--- config.mk ---
export PLATFORM = sky130hd
export DESIGN_NAME = gamepad_serial_poller_top
export DESIGN_NICKNAME = d
export VERILOG_FILES = /design/src/rtl/core/gsp_pkg.sv /design/src/rtl/core/gsp_sequencer.sv /design/src/rtl/core/gamepad_serial_poller_top.sv
export SDC_FILE = /design/constraint.sdc
export NUM_CORES = 1
export LEC_CHECK = 0
export BUFFER_PORTS_ARGS = -buffer_cell sky130_fd_sc_hd__buf_2
export CORE_UTILIZATION = 60
export CTS_CLUSTER_DIAMETER = 120
export DETAILED_ROUTE_END_ITERATION = 8
export GPL_ROUTABILITY_DRIVEN = 0
export PLACE_DENSITY = 0.88
export SYNTH_ARGS = -nofsm -noshare
export SYNTH_HDL_FRONTEND = slang
export SYNTH_SLANG_ARGS = --single-unit
--- constraint.sdc ---
create_clock -name clock -period 6.85 [get_ports clock]
set_clock_uncertainty 0.05 [all_clocks]
set_input_delay 0.3425 -clock clock [delete_from_list [all_inputs] [get_ports clock]]
set_output_delay 0.3425 -clock clock [all_outputs]
set_load 0.01 [all_outputs]
--- src/rtl/core/gsp_pkg.sv ---
// Shared types and constants for the gamepad serial poller.
package gsp_pkg;

   localparam int TICK_W   = 18;
   localparam int LEN_W    = 10;
   localparam int BUTTON_W = 12;
   localparam int CSR_IDX_W = 2;

   localparam int PULSE_COUNT_DEF = 16;
   localparam int BUTTON_COUNT    = 12;

   localparam logic [TICK_W-1:0] FRAME_WAIT_RST  = TICK_W'(135168);
   localparam logic [LEN_W-1:0]  LATCH_RST       = LEN_W'(97);
   localparam logic [LEN_W-1:0]  SETUP_RST       = LEN_W'(45);
   localparam logic [LEN_W-1:0]  HALF_PERIOD_RST = LEN_W'(45);

   localparam logic [CSR_IDX_W-1:0] CSR_FRAME_WAIT  = CSR_IDX_W'(0);
   localparam logic [CSR_IDX_W-1:0] CSR_LATCH       = CSR_IDX_W'(1);
   localparam logic [CSR_IDX_W-1:0] CSR_SETUP       = CSR_IDX_W'(2);
   localparam logic [CSR_IDX_W-1:0] CSR_HALF_PERIOD = CSR_IDX_W'(3);

   typedef enum logic [1:0] {
      PH_WAIT,
      PH_LATCH,
      PH_SETUP,
      PH_CLOCK
   } phase_type;

   typedef struct packed {
      logic [TICK_W-1:0] frame_wait;
      logic [LEN_W-1:0]  latch;
      logic [LEN_W-1:0]  setup;
      logic [LEN_W-1:0]  half_period;
   } cfg_type;

   typedef struct packed {
      logic                latch_level;
      logic                clock_level;
      logic [BUTTON_W-1:0] buttons;
      logic                buttons_updated;
   } result_type;

endpackage

--- src/rtl/core/gsp_sequencer.sv ---
// Frame sequencer: wait, latch, setup and clock phases with button sampling.
module gsp_sequencer import gsp_pkg::*; #(
   parameter int PULSE_COUNT = PULSE_COUNT_DEF
) (
   input  logic       clock,
   input  logic       reset,
   input  logic       step,
   input  logic       serial_data,
   input  cfg_type    cfg,
   output result_type result
);

   localparam int PULSE_W = (PULSE_COUNT > 1) ? $clog2(PULSE_COUNT) : 1;

   phase_type             state_ff, state_in;
   logic [TICK_W-1:0]     tick_ff, tick_in;
   logic [PULSE_W-1:0]    pulse_ff, pulse_in;
   logic                  high_ff, high_in;
   logic [BUTTON_W-1:0]   shift_ff, shift_in;
   logic [BUTTON_W-1:0]   word_ff, word_in;

   logic [TICK_W-1:0]     length;
   logic [TICK_W-1:0]     limit;
   logic                  seg_end;
   logic                  last_pulse;
   logic                  publish;

   always_comb begin
      unique case (state_ff)
         PH_WAIT:  length = cfg.frame_wait;
         PH_LATCH: length = TICK_W'(cfg.latch);
         PH_SETUP: length = TICK_W'(cfg.setup);
         PH_CLOCK: length = TICK_W'(cfg.half_period);
         default:  length = cfg.frame_wait;
      endcase
   end

   // treat a zero length as one tick
   assign limit      = (length == '0) ? TICK_W'(1) : length;
   assign seg_end    = ({1'b0, tick_ff} + (TICK_W+1)'(1)) >= {1'b0, limit};
   assign last_pulse = (32'(pulse_ff) == PULSE_COUNT - 1);
   assign publish    = (state_ff == PH_CLOCK) && seg_end && high_ff && last_pulse;

   // next state
   always_comb begin
      state_in = state_ff;
      tick_in  = seg_end ? '0 : tick_ff + TICK_W'(1);
      pulse_in = pulse_ff;
      high_in  = high_ff;
      if (seg_end) begin
         unique case (state_ff)
            PH_WAIT:  state_in = PH_LATCH;
            PH_LATCH: state_in = PH_SETUP;
            PH_SETUP: begin
               state_in = PH_CLOCK;
               pulse_in = '0;
               high_in  = 1'b0;
            end
            PH_CLOCK: begin
               if (!high_ff) begin
                  high_in = 1'b1;
               end else begin
                  high_in = 1'b0;
                  if (last_pulse) begin
                     pulse_in = '0;
                     state_in = PH_WAIT;
                  end else begin
                     pulse_in = pulse_ff + PULSE_W'(1);
                  end
               end
            end
            default: state_in = PH_WAIT;
         endcase
      end
   end

   // outputs and sample word
   always_comb begin
      shift_in = shift_ff;
      word_in  = word_ff;
      result.latch_level = (state_ff == PH_LATCH);
      result.clock_level = (state_ff == PH_CLOCK) ? high_ff : 1'b1;
      // sample on the falling edge: first tick of the low half
      if (state_ff == PH_CLOCK && !high_ff && tick_ff == '0) begin
         for (int i = 0; i < BUTTON_W; i++) begin
            if (i < BUTTON_COUNT && 32'(pulse_ff) == i) begin
               shift_in[i] = ~serial_data;
            end
         end
      end
      if (state_ff == PH_SETUP && seg_end) begin
         shift_in = '0;
      end
      if (publish) begin
         word_in = shift_in;
      end
      result.buttons         = word_in;
      result.buttons_updated = publish;
   end

   always_ff @(posedge clock) begin
      if (reset) begin
         state_ff <= PH_WAIT;
         tick_ff  <= '0;
         pulse_ff <= '0;
         high_ff  <= 1'b0;
         shift_ff <= '0;
         word_ff  <= '0;
      end else if (step) begin
         state_ff <= state_in;
         tick_ff  <= tick_in;
         pulse_ff <= pulse_in;
         high_ff  <= high_in;
         shift_ff <= shift_in;
         word_ff  <= word_in;
      end
   end

`ifndef SYNTH
   a_pulse_idle: assert property (@(posedge clock) disable iff (reset)
      (state_ff != PH_CLOCK) |-> (pulse_ff == '0))
      else $error("pulse index left non-zero outside clocking");

   a_word_on_publish: assert property (@(posedge clock) disable iff (reset)
      !$stable(word_ff) |-> $past(publish && step))
      else $error("button word changed without a publish");
`endif

endmodule

--- src/rtl/core/gamepad_serial_poller_top.sv ---
// Top level of the gamepad serial poller: handshakes, registers and result stage.
//
// Polls a shift-register gamepad. Every input transaction is one tick of the
// timing base and carries the sampled serial data pin; every input transaction
// produces exactly one result transaction holding the latch and clock levels
// for that tick, the last published button word and a flag that marks the tick
// on which a new word is published. A frame idles for frame_wait_ticks, holds
// the latch high for latch_ticks, waits setup_ticks, then gives PULSE_COUNT
// clock pulses (half_period_ticks low, then half_period_ticks high; the clock
// idles high). The inverted data line is sampled on each falling edge for the
// first twelve pulses, and all twelve buttons publish together on the last
// tick of the last pulse. A zero length behaves as one tick. One transaction
// is taken every clock cycle: the sequencer state and the result register are
// updated in the same cycle, and req_stall rises only while a finished result
// is held by rsp_stall. Registers take effect at once; write them while idle.
module gamepad_serial_poller_top import gsp_pkg::*; #(
   parameter int PULSE_COUNT = PULSE_COUNT_DEF
) (
   input  logic                  clock,
   input  logic                  reset,
   // input transactions
   input  logic                  req_valid,
   output logic                  req_stall,
   input  logic                  req_serial_data,
   // result transactions
   output logic                  rsp_valid,
   input  logic                  rsp_stall,
   output logic                  rsp_latch_level,
   output logic                  rsp_clock_level,
   output logic [BUTTON_W-1:0]   rsp_buttons,
   output logic                  rsp_buttons_updated,
   // register writes
   input  logic                  csr_valid,
   output logic                  csr_ready,
   input  logic [CSR_IDX_W-1:0]  csr_index,
   input  logic [TICK_W-1:0]     csr_data
);

   cfg_type    cfg_ff, cfg_in;
   result_type result;
   result_type out_ff;
   logic       rsp_valid_ff, rsp_valid_in;
   logic       accept;

   // register writes are always taken
   assign csr_ready = 1'b1;

   always_comb begin
      cfg_in = cfg_ff;
      if (csr_valid) begin
         unique case (csr_index)
            CSR_FRAME_WAIT:  cfg_in.frame_wait  = csr_data;
            CSR_LATCH:       cfg_in.latch       = csr_data[LEN_W-1:0];
            CSR_SETUP:       cfg_in.setup       = csr_data[LEN_W-1:0];
            CSR_HALF_PERIOD: cfg_in.half_period = csr_data[LEN_W-1:0];
            default:         cfg_in = cfg_ff;
         endcase
      end
   end

   always_ff @(posedge clock) begin
      if (reset) begin
         cfg_ff.frame_wait  <= FRAME_WAIT_RST;
         cfg_ff.latch       <= LATCH_RST;
         cfg_ff.setup       <= SETUP_RST;
         cfg_ff.half_period <= HALF_PERIOD_RST;
      end else begin
         cfg_ff <= cfg_in;
      end
   end

   // stall only when the held result is itself stalled
   assign req_stall = rsp_valid_ff && rsp_stall;
   assign accept    = req_valid && !req_stall;

   gsp_sequencer #(
      .PULSE_COUNT (PULSE_COUNT)
   ) u_sequencer (
      .clock       (clock),
      .reset       (reset),
      .step        (accept),
      .serial_data (req_serial_data),
      .cfg         (cfg_ff),
      .result      (result)
   );

   // result register: load on accept, drop once taken, hold while stalled
   always_comb begin
      if (accept) begin
         rsp_valid_in = 1'b1;
      end else if (rsp_stall) begin
         rsp_valid_in = rsp_valid_ff;
      end else begin
         rsp_valid_in = 1'b0;
      end
   end

   always_ff @(posedge clock) begin
      if (reset) begin
         rsp_valid_ff <= 1'b0;
      end else begin
         rsp_valid_ff <= rsp_valid_in;
      end
   end

   always_ff @(posedge clock) begin
      if (accept) begin
         out_ff <= result;
      end
   end

   assign rsp_valid           = rsp_valid_ff;
   assign rsp_latch_level     = out_ff.latch_level;
   assign rsp_clock_level     = out_ff.clock_level;
   assign rsp_buttons         = out_ff.buttons;
   assign rsp_buttons_updated = out_ff.buttons_updated;

`ifndef SYNTH
   a_latch_clock_high: assert property (@(posedge clock) disable iff (reset)
      (rsp_valid && rsp_latch_level) |-> rsp_clock_level)
      else $error("clock low while latch high");

   a_publish_clock_high: assert property (@(posedge clock) disable iff (reset)
      (rsp_valid && rsp_buttons_updated) |-> (rsp_clock_level && !rsp_latch_level))
      else $error("publish outside the high half of a pulse");

   a_buttons_change: assert property (@(posedge clock) disable iff (reset)
      (rsp_valid && $past(rsp_valid) && !$stable(rsp_buttons)) |-> rsp_buttons_updated)
      else $error("button word changed without an update flag");
`endif

endmodule

* Yosys cells after proc, flatten, opt, wreduce, memory -nomap -nowiden
Cells that the tools add are included.
** Cells by class
- $add $sub $neg :: 3
- Order comparisons :: 1
- Equality and inequality tests :: 21
- Multiplexer cells :: 28
- Bitwise operators :: 1
- Reductions and logical operators :: 23
** Operators with widths (count)
- $pmux W18 S4 :: 1
- $logic_not A18 Y1 :: 2
- $mux W12 :: 3
- $mux W18 :: 2
- $eq A4 B4 Y1 const B :: 5
- $add A18 B1 Y19 const B :: 1
- $ge A19 B18 Y1 :: 1
- $add A18 B1 Y18 const B :: 1
- $eq A4 B3 Y1 const B :: 4
- $mux W1 :: 15
- $eq A2 B2 Y1 const B :: 4
- $eq A4 B2 Y1 const B :: 2
- $logic_and A1 B1 Y1 :: 8
- $mux W4 :: 2
- $pmux W2 S4 :: 1
- $pmux W4 S2 :: 1
- $reduce_and A2 Y1 :: 4
- $reduce_and A4 Y1 :: 2
- $ne A2 B1 Y1 const B :: 3
- $add A4 B1 Y4 const B :: 1
- $eq A2 B1 Y1 const B :: 2
- $eq A4 B1 Y1 const B :: 1
- $logic_not A2 Y1 :: 2
- $logic_not A4 Y1 :: 1
- 6 further kinds :: 8
** Word-level totals
- Register bits after elaboration :: 113
- Input bits :: 26
- Output and inout bits :: 18

* Logic depth before layout (Yosys ltp)
- Depth after elaboration :: 9
- Depth in mapped cells :: 17
- Depth with buffers taken out :: 14

* Cells and area by module
Synthesis repeated with hierarchy kept, for this count alone.
** Second synthesis, totals
- Cell total of the unflattened synthesis :: 670
- Area total of the unflattened synthesis :: 6147.1 um^2
** Modules (own cells, without submodules)
- gsp_sequencer :: instances 1, cells each 460, area an instance 3674.8 um^2, seq. area each 980.9 um^2
- gamepad_serial_poller_top :: instances 1, cells each 210, area an instance 2472.4 um^2, seq. area each 1431.4 um^2

* Worst setup path before layout
No wires, ideal clock.
- Path kind :: register to register
- From :: register u_sequencer.state_ff[0]
- To :: register out_ff (netlist bit rsp_buttons[11]) (data pin)
- Data arrival time :: 3.406 ns
- Data required time :: 6.544 ns
- Path slack :: 3.137 ns
- Stages on the path, launching flop included :: 18
- Period minus slack after synthesis :: 3.713 ns
- Path through :: dfxtp_1 -> inv_1 -> ha_1 -> clkbuf_1 -> a222oi_1 -> nand2_1 -> o21ai_0 -> nand3_1 -> o31ai_1 -> ha_1 -> nand3b_1 -> a211oi_1 -> a2111oi_0 -> o2111a_1 -> clkbuf_1 -> nor3_1 -> clkbuf_1 -> a22o_1
** RTL lines
- start, declared :: line gsp_sequencer.sv:15 : phase_type state_ff, state_in;
- start signal, assigned :: line gsp_sequencer.sv:110 : state_ff <= state_in;
- end signal, assigned :: line gamepad_serial_poller_top.sv:108 : out_ff <= result;
- end, declared :: line gamepad_serial_poller_top.sv:41 : result_type out_ff;

* Worst setup path after layout
- From :: register u_sequencer.state_ff[0]
- To :: register u_sequencer.word_ff[1]
** On the way
- Word-level cells in the longest chain between the ends :: 9
- Elaborated cells between the ends (all ways) :: 17
** RTL lines
- $eq A2 B2 Y1, or another cell as far along :: line gsp_sequencer.sv:29, gsp_sequencer.sv:42, gsp_sequencer.sv:84
- $pmux W18 S4 :: line gsp_sequencer.sv:29 : unique case (state_ff)
- $logic_not A18 Y1 :: line gsp_sequencer.sv:39 : assign limit = (length == '0) ? TICK_W'(1) : length;
- $mux W18 :: line gsp_sequencer.sv:39
- $ge A19 B18 Y1 :: line gsp_sequencer.sv:40 : assign seg_end = ({1'b0, tick_ff} + (TICK_W+1)'(1)) >= {1'b0, limit};
- $logic_and A1 B1 Y1 (3 in series) :: line gsp_sequencer.sv:42 : assign publish = (state_ff == PH_CLOCK) && seg_end && high_ff && last_pulse;
- $mux W12 * :: line gsp_sequencer.sv:94 : if (publish) begin
- end signal, assigned :: line gsp_sequencer.sv:115 : word_ff <= word_in;
- end, declared :: line gsp_sequencer.sv:20 : logic [BUTTON_W-1:0] word_ff, word_in;
Mark *: on every way between the ends. The rest lies on a longest branch, timed or not.
A chain may end at the register's enable or synchronous reset.

==> results.yml <==
run:
  max_cap_viol_count: 0
clock_tree:
  h-tree-depth: 4
  clk_pin_slew_ns: 0.06
  cts_buffer_depth: 2
  cts.repair.resized: 0
  cts_root_buffer: "clkbuf_8"
  cts_buffers: 17
  cts.sinks: 113
  cts_tree: "done"
  clk_latency_ns: 0.53
sta:
  worst_pin_slew_ns: 1.13
  final.setup.tns_ns: 0
  max_freq_ghz: 0.200
  fin_crit_sh_pct: 72.8
  period_needed_ns: 4.99
  hold_viol: 0
  slew-limit-headroom_pct: 24.3
  rsz0062_at_grt: "no"
  setup_viol: 0
  timing.final.max_slew_violations: 0
worst_setup_path:
  critPathRequiredTime_ns: 7.27
  startpoint_type: "register"
  setup.worst_path.class: "register to register"
  cp-end-kind: "register"
  cp.arrival_ns: 5.41
  path_max_fanout: 15
placed_design:
  dp_hpwl_um: 8960
  dpl_cell_area_mm2: 0.00580
  port_buffers: 42
yosys:
  avgSynthCellArea_um2: 8.58
  ys.flop_type: "dfxtp_1"
  synthesis.area_mm2: 0.00560
  synth-seq-cells: 113
  yosys-top-cells-area: "dfxtp_1 35%, nand2_1 9.9%, edfxtp_1 8.0%, ha_1 6.3%, a21oi_1 5.9%"
  synthCells: 653
  netlist.area_leader.share_pct: 35.0
  ys_warn_count: 0
  ys_types: 59
  synthArstFlopShare_pct: 0
  seq_area_frac_synth_pct: 43.1
  synth_common_cells: "147 x nand2_1, 98 x dfxtp_1, 66 x a21oi_1, 41 x clkbuf_1, 36 x a22o_1"
  synth_edf_count: 15
  yosysTopAreaCell: "dfxtp_1"
  synth.net_count: 707
  synth.most_common_cell: "nand2_1"
drt:
  drc: 0
  drt-pass1-iter-count: 8
  wl_per_cell_um: 17.8
  viasPerCell: 6.58
  postRouteAntennaNets: 0
  first_iter_violations: 490
  wl_um: 14200
  num_vias: 5236
finish:
  area_delta_synth_final_pct: 14.5
  fin_nets: 729
  diodes: 0
  drive_above_1_share_pct: 12.9
  fin_area_mm2: 0.00642
power:
  p_leak_nw: 2.48
  ir_drop_uv: 210
  power_density_mw_per_mm2: 261
global_routing:
  grt.total_usage_pct: 30.5
  grt_max_degree: 82
  antenna_found_initial: 0
  overflow: 0
  grt_pass1_wl_um: 23400
  grt_pass1_vias: 4909
die:
  core_mm2: 0.00889
  rows: 34
  io_pins: 44
  die-area_mm2: 0.00973
  die-height_um: 98.6
  die_x_um: 98.6
  start_util_pct: 63.0
worst_hold_path:
  hold_class: "primary input to register"
run_status:
  status: "finished, final reports clean"
-- through the flow --
| step | utilization, % | total power, mW | std cells | worst slack (ns) | hold WS, ns |
|---|---|---|---|---|---|
| finish | 72.2 | 1.67 | 796 | 1.86 | 0.00213 |
| global route | 72.2 | 1.72 | 796 | 1.43 | 0.0130 |
| CTS | 72.2 | 1.67 | 796 | 1.87 | 0.00203 |
| detailed placement | 65.2 | 0.804 | 761 | 1.98 | 0.395 |
| global placement | 65.2 | 0.800 | 761 | 2.16 | 0.389 |
| floorplan | - | 0.772 | 653 | 3.14 | 0.383 |
-- worst max-delay path: stages, from the launching register on --
cell and delay, ns:
dfxtp_1 0.37, inv_1 0.09, ha_1 0.43, a222oi_1 0.50, nand2_1 0.09, o21ai_0 0.20, nand3_1 0.14, o31ai_1 0.26
ha_1 0.18, nand3b_1 0.10, a211oi_1 0.07, a2111oi_0 0.51, o2111ai_1 0.57, a41oi_1 1.08, a22o_1 0.28
-- logic make-up after synthesis --
group	share of synthesized area, %
fa+ha+maj	6.25
xor+xnor	2.50
other cells	0.0669
flops	43.1
simple gates	23.7
compound gates	20.2
buf+inv	4.22
-- worst paths after layout --
| path | startpoint | cells after the start | endpoint | slack [ns] |
|---|---|---|---|---|
| worst min register to register | cfg_ff[37] | 2 | cfg_ff[37] | 0.41 |
| worst min-delay path | csr_data[10] | 3 | cfg_ff[40] | 0.002 |
| worst max-delay path | u_sequencer.state_ff[0] | 14 | u_sequencer.word_ff[1] | 1.86 |
| worst max register to register | u_sequencer.state_ff[0] | 14 | u_sequencer.word_ff[1] | 1.86 |
-- final cells by class --
class | instances | area (um^2)
repair buffers | 50 | 278
clock buffers | 17 | 414
clock inverters | 15 | 174
multi-input cells | 481 | 2960
flip-flops and latches | 113 | 2410
inverters | 12 | 45.0
fillers | 621 | 2470
well taps | 108 | 135
-- state kept, by name (all words and copies together), names as in the netlist --
signal / count
cfg_ff: 48
u_sequencer.tick_ff: 18
rsp_buttons: 12
u_sequencer.shift_ff: 12
u_sequencer.word_ff: 12
u_sequencer.pulse_ff: 4
u_sequencer.state_ff: 2
rsp_buttons_updated: 1
rsp_clock_level: 1
rsp_latch_level: 1
rsp_valid: 1
u_sequencer.high_ff: 1
-- routing by layer --
| layer | GRT usage, % | up-vias | share of wire, % | routed length, um |
|---|---|---|---|---|
| li1 | - | 2426 | - | - |
| met1 | 36.2 | 2459 | 39 | 5520 |
| met2 | 52.4 | 303 | 50 | 7080 |
| met3 | 6.81 | 48 | 8.5 | 1200 |
| met4 | 14.8 | 0 | 2.7 | 379 |
| met5 | 0 | - | 0 | 0 |
-- cell usage in the layout (no fill, tap or decap), types with 5 or more instances in the layout --
master,n
buf_2,42
xnor2_1,8
nand4_1,11
edfxtp_1,15
nand2b_1,5
nand3_1,24
o21ai_0,16
nor2_1,18
a222oi_1,10
nand3b_1,19
inv_1,9
and3_1,6
a22o_1,36
xor2_1,8
ha_1,28
dfxtp_1,98
a31oi_1,17
buf_4,5
nor3_1,5
nor4_1,5
a21oi_1,66
nand2_1,147
clkbuf_16,16
-- what timing repair did --
action | in CTS | in global routing
hold buffers | 3 | 0
hold endpoints to repair | 3 | 0
buffers inserted | 0 | 0
-- power by group --
part,internal (mW),switching [mW],total (mW)
clock,0.530,0.350,0.879
sequential,0.687,0.00962,0.697
combinational,0.0333,0.0645,0.0978
total,1.25,0.424,1.67
No activity file was read; power rests on OpenSTA's default activity.
